`src/rtl/bce_pkg.sv`:
```
// Shared types, opcodes and sizes for the byte CPU execute unit.
// No dependencies; every other file in rtl/ imports this package.
package bce_pkg;

  localparam int REG_COUNT_DEF = 64;
  localparam int DATA_BYTES    = 2048;
  localparam int FIELD_W       = 6;
  localparam int WORD_W        = 16;
  localparam int BYTE_W        = 8;
  localparam int FLAG_W        = 5;

  // The store address is the 6-bit field, and the store is sized to the smaller
  // of DATA_BYTES and the field's range, so every entry of the data store is reachable.
  localparam int STORE_DEPTH = (DATA_BYTES < (1 << FIELD_W)) ? DATA_BYTES : (1 << FIELD_W);
  localparam int STORE_AW    = (STORE_DEPTH > 1) ? $clog2(STORE_DEPTH) : 1;

  localparam logic [3:0] OP_ADD  = 4'd0;
  localparam logic [3:0] OP_SUB  = 4'd1;
  localparam logic [3:0] OP_MUL  = 4'd2;
  localparam logic [3:0] OP_MOVI = 4'd3;
  localparam logic [3:0] OP_BEQZ = 4'd4;
  localparam logic [3:0] OP_ANDI = 4'd5;
  localparam logic [3:0] OP_EOR  = 4'd6;
  localparam logic [3:0] OP_BR   = 4'd7;
  localparam logic [3:0] OP_SAL  = 4'd8;
  localparam logic [3:0] OP_SAR  = 4'd9;
  localparam logic [3:0] OP_LDR  = 4'd10;
  localparam logic [3:0] OP_STR  = 4'd11;

  // Bit positions in the flag word.
  localparam int FLAG_C = 4;
  localparam int FLAG_V = 3;
  localparam int FLAG_N = 2;
  localparam int FLAG_S = 1;
  localparam int FLAG_Z = 0;

  typedef struct packed {
    logic                     reg_written;
    logic [FIELD_W-1:0]       dest_reg;
    logic signed [BYTE_W-1:0] dest_value;
    logic                     mem_written;
    logic [FIELD_W-1:0]       mem_addr;
    logic signed [BYTE_W-1:0] mem_value;
    logic [FLAG_W-1:0]        status_flags;
    logic                     branch_taken;
    logic [WORD_W-1:0]        branch_target;
  } result_t;

  // Write-back commands from the execute logic to the two memories.
  typedef struct packed {
    logic               reg_we;
    logic [FIELD_W-1:0] reg_addr;
    logic [BYTE_W-1:0]  reg_data;
    logic               mem_we;
    logic [STORE_AW-1:0] mem_addr;
    logic [BYTE_W-1:0]  mem_data;
  } wb_t;

endpackage

```
`src/rtl/bce_if.sv`:
```
// Valid/ready channel interfaces for instruction and result beats.
// Depends on bce_pkg for field widths.
interface bce_instr_if import bce_pkg::*; ();
  logic              valid;
  logic              ready;
  logic [WORD_W-1:0] instruction_word;
  logic [WORD_W-1:0] instruction_address;

  modport source (output valid, output instruction_word, output instruction_address,
                  input ready);
  modport sink   (input valid, input instruction_word, input instruction_address,
                  output ready);
endinterface

interface bce_result_if import bce_pkg::*; ();
  logic                     valid;
  logic                     ready;
  logic                     reg_written;
  logic [FIELD_W-1:0]       dest_reg;
  logic signed [BYTE_W-1:0] dest_value;
  logic                     mem_written;
  logic [FIELD_W-1:0]       mem_addr;
  logic signed [BYTE_W-1:0] mem_value;
  logic [FLAG_W-1:0]        status_flags;
  logic                     branch_taken;
  logic [WORD_W-1:0]        branch_target;

  modport source (output valid, output reg_written, output dest_reg, output dest_value,
                  output mem_written, output mem_addr, output mem_value,
                  output status_flags, output branch_taken, output branch_target,
                  input ready);
  modport sink   (input valid, input reg_written, input dest_reg, input dest_value,
                  input mem_written, input mem_addr, input mem_value,
                  input status_flags, input branch_taken, input branch_target,
                  output ready);
endinterface

```
`src/rtl/byte_cpu_execute_unit.sv`:
```
// Top level of the byte CPU execute unit.
// Depends on bce_pkg, bce_if, bce_regfile, bce_dstore and bce_alu.

// The unit executes one instruction beat per cycle in program order, unless the
// result channel stalls, and returns one result beat for each: register write,
// store write, flags and branch redirect. A beat is accepted on the cycle after
// the previous one with no gap. Its result beat passes the execute stage and
// then the output register before it appears on the result channel. The
// synchronous reads of the register file and data store are issued on the
// accepting edge. The execute stage works on that read data in the next cycle,
// and the output register then captures the beat. Writes from the executing
// instruction are bypassed into reads issued on the same edge, so dependent
// instructions run back to back with no interlock. Register file and data store
// come out of reset reading as zero through per-entry valid bits; there is no
// clearing pass, so the unit accepts beats on the first cycle after reset.
// Backpressure on the result channel holds the output register, then the
// execute stage, which in turn holds the instruction channel. While a result
// waits, one more beat can still enter an empty execute stage.
module byte_cpu_execute_unit import bce_pkg::*; #(
  parameter int REG_COUNT = REG_COUNT_DEF
) (
  input  logic clk,
  input  logic rst,
  bce_instr_if.sink    instr,
  bce_result_if.source result
);

  // Execute stage: instruction waiting on its memory read data.
  logic              s1_valid;
  logic [WORD_W-1:0] s1_word;
  logic [WORD_W-1:0] s1_pc;
  logic              s1_go;
  logic              accept;

  // Output register.
  logic    out_valid;
  result_t out_data;

  logic [FLAG_W-1:0] flags, flags_next;
  logic [BYTE_W-1:0] va, vb, ld;
  result_t           alu_res;
  wb_t               wb;

  // Advance the execute stage when the output register is free or draining.
  assign s1_go  = s1_valid && (!out_valid || result.ready);
  assign instr.ready = !s1_valid || s1_go;
  assign accept = instr.valid && instr.ready;

  always_ff @(posedge clk) begin
    if (rst) begin
      s1_valid <= 1'b0;
    end else if (instr.ready) begin
      s1_valid <= instr.valid;
    end
  end

  always_ff @(posedge clk) begin
    if (accept) begin
      s1_word <= instr.instruction_word;
      s1_pc   <= instr.instruction_address;
    end
  end

  // Flags live in a plain register; only the execute stage reads or writes
  // them, so they are always current for the instruction there.
  always_ff @(posedge clk) begin
    if (rst) begin
      flags <= '0;
    end else if (s1_go) begin
      flags <= flags_next;
    end
  end

  // Issue reads on acceptance; the read data is ready in the execute stage.
  bce_regfile #(
    .REG_COUNT (REG_COUNT)
  ) u_regfile (
    .clk     (clk),
    .rst     (rst),
    .re      (accept),
    .raddr_a (instr.instruction_word[11:6]),
    .raddr_b (instr.instruction_word[5:0]),
    .we      (s1_go && wb.reg_we),
    .waddr   (wb.reg_addr),
    .wdata   (wb.reg_data),
    .rdata_a (va),
    .rdata_b (vb)
  );

  bce_dstore u_dstore (
    .clk   (clk),
    .rst   (rst),
    .re    (accept),
    .raddr (instr.instruction_word[STORE_AW-1:0]),
    .we    (s1_go && wb.mem_we),
    .waddr (wb.mem_addr),
    .wdata (wb.mem_data),
    .rdata (ld)
  );

  bce_alu #(
    .REG_COUNT (REG_COUNT)
  ) u_alu (
    .word       (s1_word),
    .pc         (s1_pc),
    .va         (va),
    .vb         (vb),
    .ld         (ld),
    .flags      (flags),
    .flags_next (flags_next),
    .res_out    (alu_res),
    .wb         (wb)
  );

  // Hold the result beat until the sink takes it.
  always_ff @(posedge clk) begin
    if (rst) begin
      out_valid <= 1'b0;
    end else if (s1_go) begin
      out_valid <= 1'b1;
    end else if (result.ready) begin
      out_valid <= 1'b0;
    end
  end

  always_ff @(posedge clk) begin
    if (s1_go) begin
      out_data <= alu_res;
    end
  end

  assign result.valid         = out_valid;
  assign result.reg_written   = out_data.reg_written;
  assign result.dest_reg      = out_data.dest_reg;
  assign result.dest_value    = out_data.dest_value;
  assign result.mem_written   = out_data.mem_written;
  assign result.mem_addr      = out_data.mem_addr;
  assign result.mem_value     = out_data.mem_value;
  assign result.status_flags  = out_data.status_flags;
  assign result.branch_taken  = out_data.branch_taken;
  assign result.branch_target = out_data.branch_target;

endmodule

```
`src/rtl/bce_regfile.sv`:
```
// Byte register file: two synchronous read ports, one write port.
// Depends on bce_pkg; valid bits make never-written entries read as zero.
module bce_regfile import bce_pkg::*; #(
  parameter int REG_COUNT = REG_COUNT_DEF
) (
  input  logic               clk,
  input  logic               rst,
  input  logic               re,
  input  logic [FIELD_W-1:0] raddr_a,
  input  logic [FIELD_W-1:0] raddr_b,
  input  logic               we,
  input  logic [FIELD_W-1:0] waddr,
  input  logic [BYTE_W-1:0]  wdata,
  output logic [BYTE_W-1:0]  rdata_a,
  output logic [BYTE_W-1:0]  rdata_b
);

  localparam int AW = (REG_COUNT > 1) ? $clog2(REG_COUNT) : 1;

  logic [BYTE_W-1:0]    mem [REG_COUNT];
  logic [REG_COUNT-1:0] valid;

  logic              in_a, in_b;
  logic [BYTE_W-1:0] mem_a, mem_b, fwd_data;
  logic              live_a, live_b, fwd_a, fwd_b;

  assign in_a = {1'b0, raddr_a} < (FIELD_W+1)'(REG_COUNT);
  assign in_b = {1'b0, raddr_b} < (FIELD_W+1)'(REG_COUNT);

  always_ff @(posedge clk) begin
    if (rst) begin
      valid <= '0;
    end else if (we) begin
      valid[waddr[AW-1:0]] <= 1'b1;
    end
  end

  always_ff @(posedge clk) begin
    if (we) begin
      mem[waddr[AW-1:0]] <= wdata;
    end
    if (re) begin
      mem_a    <= mem[raddr_a[AW-1:0]];
      mem_b    <= mem[raddr_b[AW-1:0]];
      live_a   <= in_a && valid[raddr_a[AW-1:0]];
      live_b   <= in_b && valid[raddr_b[AW-1:0]];
      // A write landing on the same edge bypasses the array.
      fwd_a    <= we && (waddr == raddr_a);
      fwd_b    <= we && (waddr == raddr_b);
      fwd_data <= wdata;
    end
  end

  assign rdata_a = fwd_a ? fwd_data : (live_a ? mem_a : '0);
  assign rdata_b = fwd_b ? fwd_data : (live_b ? mem_b : '0);

endmodule

```
`src/rtl/bce_dstore.sv`:
```
// Byte data store: one synchronous read port, one write port.
// Depends on bce_pkg; valid bits make never-written entries read as zero.
module bce_dstore import bce_pkg::*; (
  input  logic                clk,
  input  logic                rst,
  input  logic                re,
  input  logic [STORE_AW-1:0] raddr,
  input  logic                we,
  input  logic [STORE_AW-1:0] waddr,
  input  logic [BYTE_W-1:0]   wdata,
  output logic [BYTE_W-1:0]   rdata
);

  logic [BYTE_W-1:0]      mem [STORE_DEPTH];
  logic [STORE_DEPTH-1:0] valid;

  logic [BYTE_W-1:0] mem_q, fwd_data;
  logic              live, fwd;

  always_ff @(posedge clk) begin
    if (rst) begin
      valid <= '0;
    end else if (we) begin
      valid[waddr] <= 1'b1;
    end
  end

  always_ff @(posedge clk) begin
    if (we) begin
      mem[waddr] <= wdata;
    end
    if (re) begin
      mem_q    <= mem[raddr];
      live     <= valid[raddr];
      fwd      <= we && (waddr == raddr);
      fwd_data <= wdata;
    end
  end

  assign rdata = fwd ? fwd_data : (live ? mem_q : '0);

endmodule

```
`src/rtl/bce_alu.sv`:
```
// Execute logic: decodes one instruction and computes result, flags and write-back.
// Depends on bce_pkg for opcodes, flag positions, result_t and wb_t.
module bce_alu import bce_pkg::*; #(
  parameter int REG_COUNT = REG_COUNT_DEF
) (
  input  logic [WORD_W-1:0] word,
  input  logic [WORD_W-1:0] pc,
  input  logic [BYTE_W-1:0] va,
  input  logic [BYTE_W-1:0] vb,
  input  logic [BYTE_W-1:0] ld,
  input  logic [FLAG_W-1:0] flags,
  output logic [FLAG_W-1:0] flags_next,
  output result_t           res_out,
  output wb_t               wb
);

  logic [3:0]          op;
  logic [FIELD_W-1:0]  fa, fb;
  logic [BYTE_W-1:0]   simm, res, prod;
  logic [BYTE_W:0]     sum;
  logic [2:0]          sar_sh;
  logic                wr, mw, br, set_nz, v;
  logic [WORD_W-1:0]   target;

  assign op   = word[15:12];
  assign fa   = word[11:6];
  assign fb   = word[5:0];
  assign simm = {{(BYTE_W-FIELD_W){fb[FIELD_W-1]}}, fb};
  assign sum  = {1'b0, va} + {1'b0, vb};
  assign prod = BYTE_W'(va * vb);
  assign sar_sh = (fb >= FIELD_W'(7)) ? 3'd7 : fb[2:0];

  always_comb begin
    res        = '0;
    wr         = 1'b0;
    mw         = 1'b0;
    br         = 1'b0;
    set_nz     = 1'b0;
    target     = '0;
    flags_next = flags;
    v          = 1'b0;
    unique case (op)
      OP_ADD: begin
        res = sum[BYTE_W-1:0];
        wr  = 1'b1;
        set_nz = 1'b1;
        flags_next[FLAG_C] = sum[BYTE_W];
        v = ~(va[7] ^ vb[7]) & (va[7] ^ res[7]);
        flags_next[FLAG_V] = v;
        flags_next[FLAG_S] = res[7] ^ v;
      end
      OP_SUB: begin
        res = va - vb;
        wr  = 1'b1;
        set_nz = 1'b1;
        v = (va[7] ^ vb[7]) & (va[7] ^ res[7]);
        flags_next[FLAG_V] = v;
        flags_next[FLAG_S] = res[7] ^ v;
      end
      OP_MUL: begin
        res = prod;
        wr  = 1'b1;
        set_nz = 1'b1;
      end
      OP_MOVI: begin
        res = simm;
        wr  = 1'b1;
      end
      OP_BEQZ: begin
        if (va == '0) begin
          br     = 1'b1;
          target = pc + WORD_W'(1) + {{(WORD_W-BYTE_W){simm[BYTE_W-1]}}, simm};
        end
      end
      OP_ANDI: begin
        res = va & simm;
        wr  = 1'b1;
        set_nz = 1'b1;
      end
      OP_EOR: begin
        res = va ^ vb;
        wr  = 1'b1;
        set_nz = 1'b1;
      end
      OP_BR: begin
        br     = 1'b1;
        target = {va, vb};
      end
      OP_SAL: begin
        res = (fb >= FIELD_W'(8)) ? '0 : (va << fb[2:0]);
        wr  = 1'b1;
        set_nz = 1'b1;
      end
      OP_SAR: begin
        res = BYTE_W'($signed(va) >>> sar_sh);
        wr  = 1'b1;
        set_nz = 1'b1;
      end
      OP_LDR: begin
        res = ld;
        wr  = 1'b1;
      end
      OP_STR: begin
        mw = 1'b1;
      end
      default: begin
      end
    endcase
    if (set_nz) begin
      flags_next[FLAG_N] = res[7];
      flags_next[FLAG_Z] = (res == '0);
    end
    // Drop writes to registers past the end of the file.
    if ({1'b0, fa} >= (FIELD_W+1)'(REG_COUNT)) begin
      wr = 1'b0;
    end
  end

  always_comb begin
    wb.reg_we   = wr;
    wb.reg_addr = fa;
    wb.reg_data = res;
    wb.mem_we   = mw;
    wb.mem_addr = fb[STORE_AW-1:0];
    wb.mem_data = va;

    res_out.reg_written   = wr;
    res_out.dest_reg      = wr ? fa : '0;
    res_out.dest_value    = wr ? res : '0;
    res_out.mem_written   = mw;
    res_out.mem_addr      = mw ? fb : '0;
    res_out.mem_value     = mw ? va : '0;
    res_out.status_flags  = flags_next;
    res_out.branch_taken  = br;
    res_out.branch_target = target;
  end

endmodule
```
`src/flat_wrapper.sv`:
```
// flat-port wrapper written by rule: the top's interface ports become plain ports
module byte_cpu_execute_unit_flat import bce_pkg::*;
#(
  parameter int REG_COUNT = REG_COUNT_DEF
)
  (clk, rst, instr_valid, instr_instruction_word, instr_instruction_address, instr_ready, result_valid, result_reg_written, result_dest_reg, result_dest_value, result_mem_written, result_mem_addr, result_mem_value, result_status_flags, result_branch_taken, result_branch_target, result_ready);
  bce_instr_if instr_i ();
  bce_result_if result_i ();
  input  logic clk;
  input  logic rst;
  input wire logic [$bits(instr_i.valid)-1:0] instr_valid;
  input wire logic [$bits(instr_i.instruction_word)-1:0] instr_instruction_word;
  input wire logic [$bits(instr_i.instruction_address)-1:0] instr_instruction_address;
  output wire logic [$bits(instr_i.ready)-1:0] instr_ready;
  output wire logic [$bits(result_i.valid)-1:0] result_valid;
  output wire logic [$bits(result_i.reg_written)-1:0] result_reg_written;
  output wire logic [$bits(result_i.dest_reg)-1:0] result_dest_reg;
  output wire logic [$bits(result_i.dest_value)-1:0] result_dest_value;
  output wire logic [$bits(result_i.mem_written)-1:0] result_mem_written;
  output wire logic [$bits(result_i.mem_addr)-1:0] result_mem_addr;
  output wire logic [$bits(result_i.mem_value)-1:0] result_mem_value;
  output wire logic [$bits(result_i.status_flags)-1:0] result_status_flags;
  output wire logic [$bits(result_i.branch_taken)-1:0] result_branch_taken;
  output wire logic [$bits(result_i.branch_target)-1:0] result_branch_target;
  input wire logic [$bits(result_i.ready)-1:0] result_ready;
  assign instr_i.valid = instr_valid;
  assign instr_i.instruction_word = instr_instruction_word;
  assign instr_i.instruction_address = instr_instruction_address;
  assign instr_ready = instr_i.ready;
  assign result_valid = result_i.valid;
  assign result_reg_written = result_i.reg_written;
  assign result_dest_reg = result_i.dest_reg;
  assign result_dest_value = result_i.dest_value;
  assign result_mem_written = result_i.mem_written;
  assign result_mem_addr = result_i.mem_addr;
  assign result_mem_value = result_i.mem_value;
  assign result_status_flags = result_i.status_flags;
  assign result_branch_taken = result_i.branch_taken;
  assign result_branch_target = result_i.branch_target;
  assign result_i.ready = result_ready;
  byte_cpu_execute_unit #(.REG_COUNT(REG_COUNT)) u_core (.clk(clk), .rst(rst), .instr(instr_i), .result(result_i));
endmodule
```
`config.mk`:
```
export PLATFORM = sky130hd
export DESIGN_NAME = byte_cpu_execute_unit_flat
export DESIGN_NICKNAME = d
export VERILOG_FILES = /design/src/rtl/bce_pkg.sv /design/src/rtl/bce_if.sv /design/src/rtl/byte_cpu_execute_unit.sv /design/src/rtl/bce_regfile.sv /design/src/rtl/bce_dstore.sv /design/src/rtl/bce_alu.sv /design/src/flat_wrapper.sv
export SDC_FILE = /design/constraint.sdc
export NUM_CORES = 2
export LEC_CHECK = 0
export BUFFER_PORTS_ARGS = -buffer_cell sky130_fd_sc_hd__buf_2
export CAP_MARGIN = 5
export CORE_MARGIN = 2
export CORE_UTILIZATION = 40
export CTS_CLUSTER_DIAMETER = 30
export DETAILED_ROUTE_END_ITERATION = 8
export GPL_TIMING_DRIVEN = 0
export PLACE_DENSITY = 0.62
export SYNTH_ARGS = -nofsm -noshare
export SYNTH_HDL_FRONTEND = slang
export SYNTH_SLANG_ARGS = --single-unit
```
`constraint.sdc`:
```
create_clock -name clk -period 7.31 [get_ports clk]
set_clock_uncertainty 0.1 [all_clocks]
set_input_delay 1.8275 -clock clk [delete_from_list [all_inputs] [get_ports clk]]
set_output_delay 1.8275 -clock clk [all_outputs]
set_load 0.005 [all_outputs]
```
==> flow_metrics.env <==
export IMPL_end_kind="register"
export IMPL_peakVddDrop_mv=0.209
export IMPL_crit_fanout=70
export IMPL_yosysTopAreaCellShare=0.609
export IMPL_placed_cells=5074
export IMPL_worst_slew_pin_transition_ns=1.41
export IMPL_powerDensity_nw_per_um2=302
export IMPL_min_path_type="reg2reg"
export IMPL_initial_utilization=0.402
export IMPL_seq_area_um2=37400
export IMPL_fmax_mhz=140
export IMPL_yosysUniqueCellTypes=78
export IMPL_drv_cap=0
export IMPL_clk_pin_slew_worst_paths_ns=0.06
export IMPL_synth_cell_area_um2=56900
export IMPL_cp_required_ns=7.44
export IMPL_min_period_over_period=0.974
export IMPL_die_y_um=381
export IMPL_fin_area_um2=68100
export IMPL_fin_nets=3516
export IMPL_reg_largest_list="u_core.u_dstore.mem x512, u_core.u_regfile.mem x512"
export IMPL_drv_slew=0
export IMPL_crit_arrival_ns=7.25
export IMPL_rrSetupSlack_ns=0.19
export IMPL_ys_flop_type="edfxtp_1"
export IMPL_startpoint_type="register"
export IMPL_cts_sinks=1289
export IMPL_htree_levels=4
export IMPL_hold_viol_final=0
export IMPL_numCtsBuffers=229
export IMPL_slowest_delay_ns=0.85
export IMPL_num_rows=138
export IMPL_netlist_instances=3078
export IMPL_synthArstFlopShare=0
export IMPL_firstDrtPassIters=5
export IMPL_reg2reg_depth=17
export IMPL_ios=90
export IMPL_finalSetupViolations=0
export IMPL_fillers=11705
export IMPL_min_period_ns=7.12
export IMPL_dieArea_um2=145000
export IMPL_port_buffers=88
export IMPL_clkLatencyLatePin_ns=0.84
export IMPL_grt_pass1_vias=32710
export IMPL_num_vias=32635
export IMPL_holdPathStages=2
export IMPL_antenna_found_initial=6
export IMPL_hpwl_um=117000
export IMPL_post_cts_buffers=0
export IMPL_hold_slack_ns=0.365
export IMPL_multi_input_area_um2=18600
export IMPL_grt_pass1_wl_um=237000
export IMPL_gr_usage_all_layers=0.230
export IMPL_crit_slowest_cell="a221oi_1"
export IMPL_synth_seq_cells=1289
export IMPL_syn_nets=3176
export IMPL_status="complete, no violations"
export IMPL_leakage_nw=22.3
export IMPL_coreArea_um2=141000
export IMPL_via_per_inst=5.93
export IMPL_rsz0062_at_grt="no"
export IMPL_synth_edf_count=1154
export IMPL_yosysTopAreaCell="edfxtp_1"
export IMPL_wire_per_inst_um=30.3
export IMPL_place_area_um2=60100
export IMPL_synth_most_common_cell="edfxtp_1"
export IMPL_synthTopCellsByArea="edfxtp_1, mux4_2, dfxtp_1, nor2_1, ha_1"
export IMPL_grt_max_degree=76
export IMPL_final_antenna_net_count=0
export IMPL_hp_start="u_core.u_dstore.valid[57]"
export IMPL_area_delta_synth_final_pct=19.7
export IMPL_gp_congestion=0.960
export IMPL_yosys_warnings=0
export IMPL_die_w_um=381
export IMPL_cts_root_buf="clkbuf_16"
export IMPL_drt_iter0_drc=4340
export IMPL_worstSetupPathType="reg2reg"
export IMPL_r2r_start="u_core.u_regfile.fwd_a"
export IMPL_crit_chain="buf_4 > buf_4 > nand3b_1 > and2_1 > buf_2 > inv_4 > ha_1 > fa_1 > ha_1 > fa_1 > inv_1 > fa_1 > nor2_1 > a21oi_1 > o22ai_1 > a221oi_1 > nand3_4"
export IMPL_cts_tree="done"
export IMPL_gr_total_overflow=0
export IMPL_slew_headroom=0.0623
export IMPL_routed_wirelength_um=167000
export IMPL_stdcell_count=5508
export IMPL_reg2reg_to="u_core.u_regfile.mem[55][4]"
export IMPL_cpMostUsedCell="fa_1"
export IMPL_ys_seq_area_frac=0.657
export IMPL_drc=0
export IMPL_clockBufferDepth=3
export IMPL_hold_end="u_core.u_dstore.valid[57]"
export IMPL_drive_above_1_share=0.311
export IMPL_synthTopCellsByCount="edfxtp_1, mux4_2, nor2_1"
export IMPL_syn_avg_cell_area_um2=18.5
==> how the worst max path moves through the flow <==
stage,startpoint,end,cells past startpoint
after CTS,u_core.u_regfile.fwd_a,u_core.u_regfile.mem[32][4],18
after detailed placement,u_core.u_regfile.fwd_a,u_core.flags[0],23
after global routing,u_core.u_regfile.fwd_a,u_core.flags[0],22
final,u_core.u_regfile.fwd_a,u_core.u_regfile.mem[55][4],17
after floorplan,u_core.u_regfile.fwd_a,u_core.result.status_flags[0],20
after global placement,u_core.u_regfile.fwd_a,u_core.result.status_flags[0],21
==> per-stage QoR <==
step | setup TNS [ns] | setup slack (ns) | utilization | power [mW]
after floorplan | 0 | 0.194 | - | 9.30
after global placement | -437.24 | -2.55 | 0.422 | 9.92
after detailed placement | -3.37 | -0.303 | 0.425 | 9.96
after CTS | 0 | 0.159 | 0.481 | 20.6
after global routing | 0 | 0.0610 | 0.481 | 21.0
final | 0 | 0.191 | 0.481 | 20.5
==> per-layer routing <==
| layer | up-vias | share of wire | track usage |
|---|---|---|---|
| li1 | 13418 | - | - |
| met1 | 17147 | 0.39 | 0.304 |
| met2 | 1723 | 0.47 | 0.361 |
| met3 | 345 | 0.097 | 0.0593 |
| met4 | 2 | 0.042 | 0.0963 |
| met5 | - | 0.000042 | 0 |
==> layout by cell type (no fill, tap or decap), types with 8 or more instances in the layout <==
cell type / count
and2_1: 18
clkinvlp_4: 24
clkinv_2: 20
xor2_1: 14
buf_12: 11
nor4_1: 9
o21ai_0: 29
nor3_1: 13
nor2_1: 430
inv_1: 46
nand2b_1: 8
o21ba_2: 12
nand2_1: 75
nand3b_1: 16
dfxtp_1: 135
ha_1: 46
buf_2: 101
inv_6: 35
a21o_1: 8
mux4_2: 568
a21oi_1: 45
edfxtp_1: 1154
nand3_1: 20
fa_1: 16
xnor2_1: 29
clkinv_4: 25
a22oi_1: 13
bufinv_16: 26
nor2b_1: 11
o22ai_1: 18
clkinv_1: 22
buf_1: 41
clkbuf_1: 161
clkbuf_16: 234
==> timing repair <==
item	CTS	global route
endpoints found under the setup margin	67	67
pin swaps	0	0
resized for setup	2	0
hold buffers	0	0
==> kinds of logic (layout without fill, tap and decap cells) <==
kind of cell / Yosys count / after routing / share of synthesized area
fa+ha+maj: 62 / 62 / 0.0158
flops: 1289 / 1289 / 0.657
simple gates: 650 / 650 / 0.0504
other cells: 0 / 2 / 0
mux: 578 / 578 / 0.227
xor+xnor: 47 / 47 / 0.00821
buf+inv: 247 / 785 / 0.0167
compound gates: 205 / 205 / 0.0255
==> critical path, delay by kind of cell, from the launching register on <==
family,cells,cell delay (ns)
simple gates,4,1.38
fa+ha+maj,5,2.23
buf+inv,5,1.21
compound gates,3,1.10
flops,1,0.39
==> final cells by class <==
class,instances,area share
Sequential cell,1289,0.549
Multi-Input combinational cell,1542,0.274
Clock buffer,266,0.0881
Tap cell,1890,0.0347
Clock inverter,163,0.0274
Timing Repair Buffer,110,0.0132
Buffer,190,0.0109
Inverter,56,0.00320
Antenna cell,2,0.0000735
==> power by group <==
group          switching (mW)  internal (mW)  leakage, nW
logic                    1.02          0.547         6.82
clock network            3.84           6.85         3.76
registers              0.0306           8.25         11.7
total                    4.88           15.7         22.3
(Power assumes the default switching activity.)
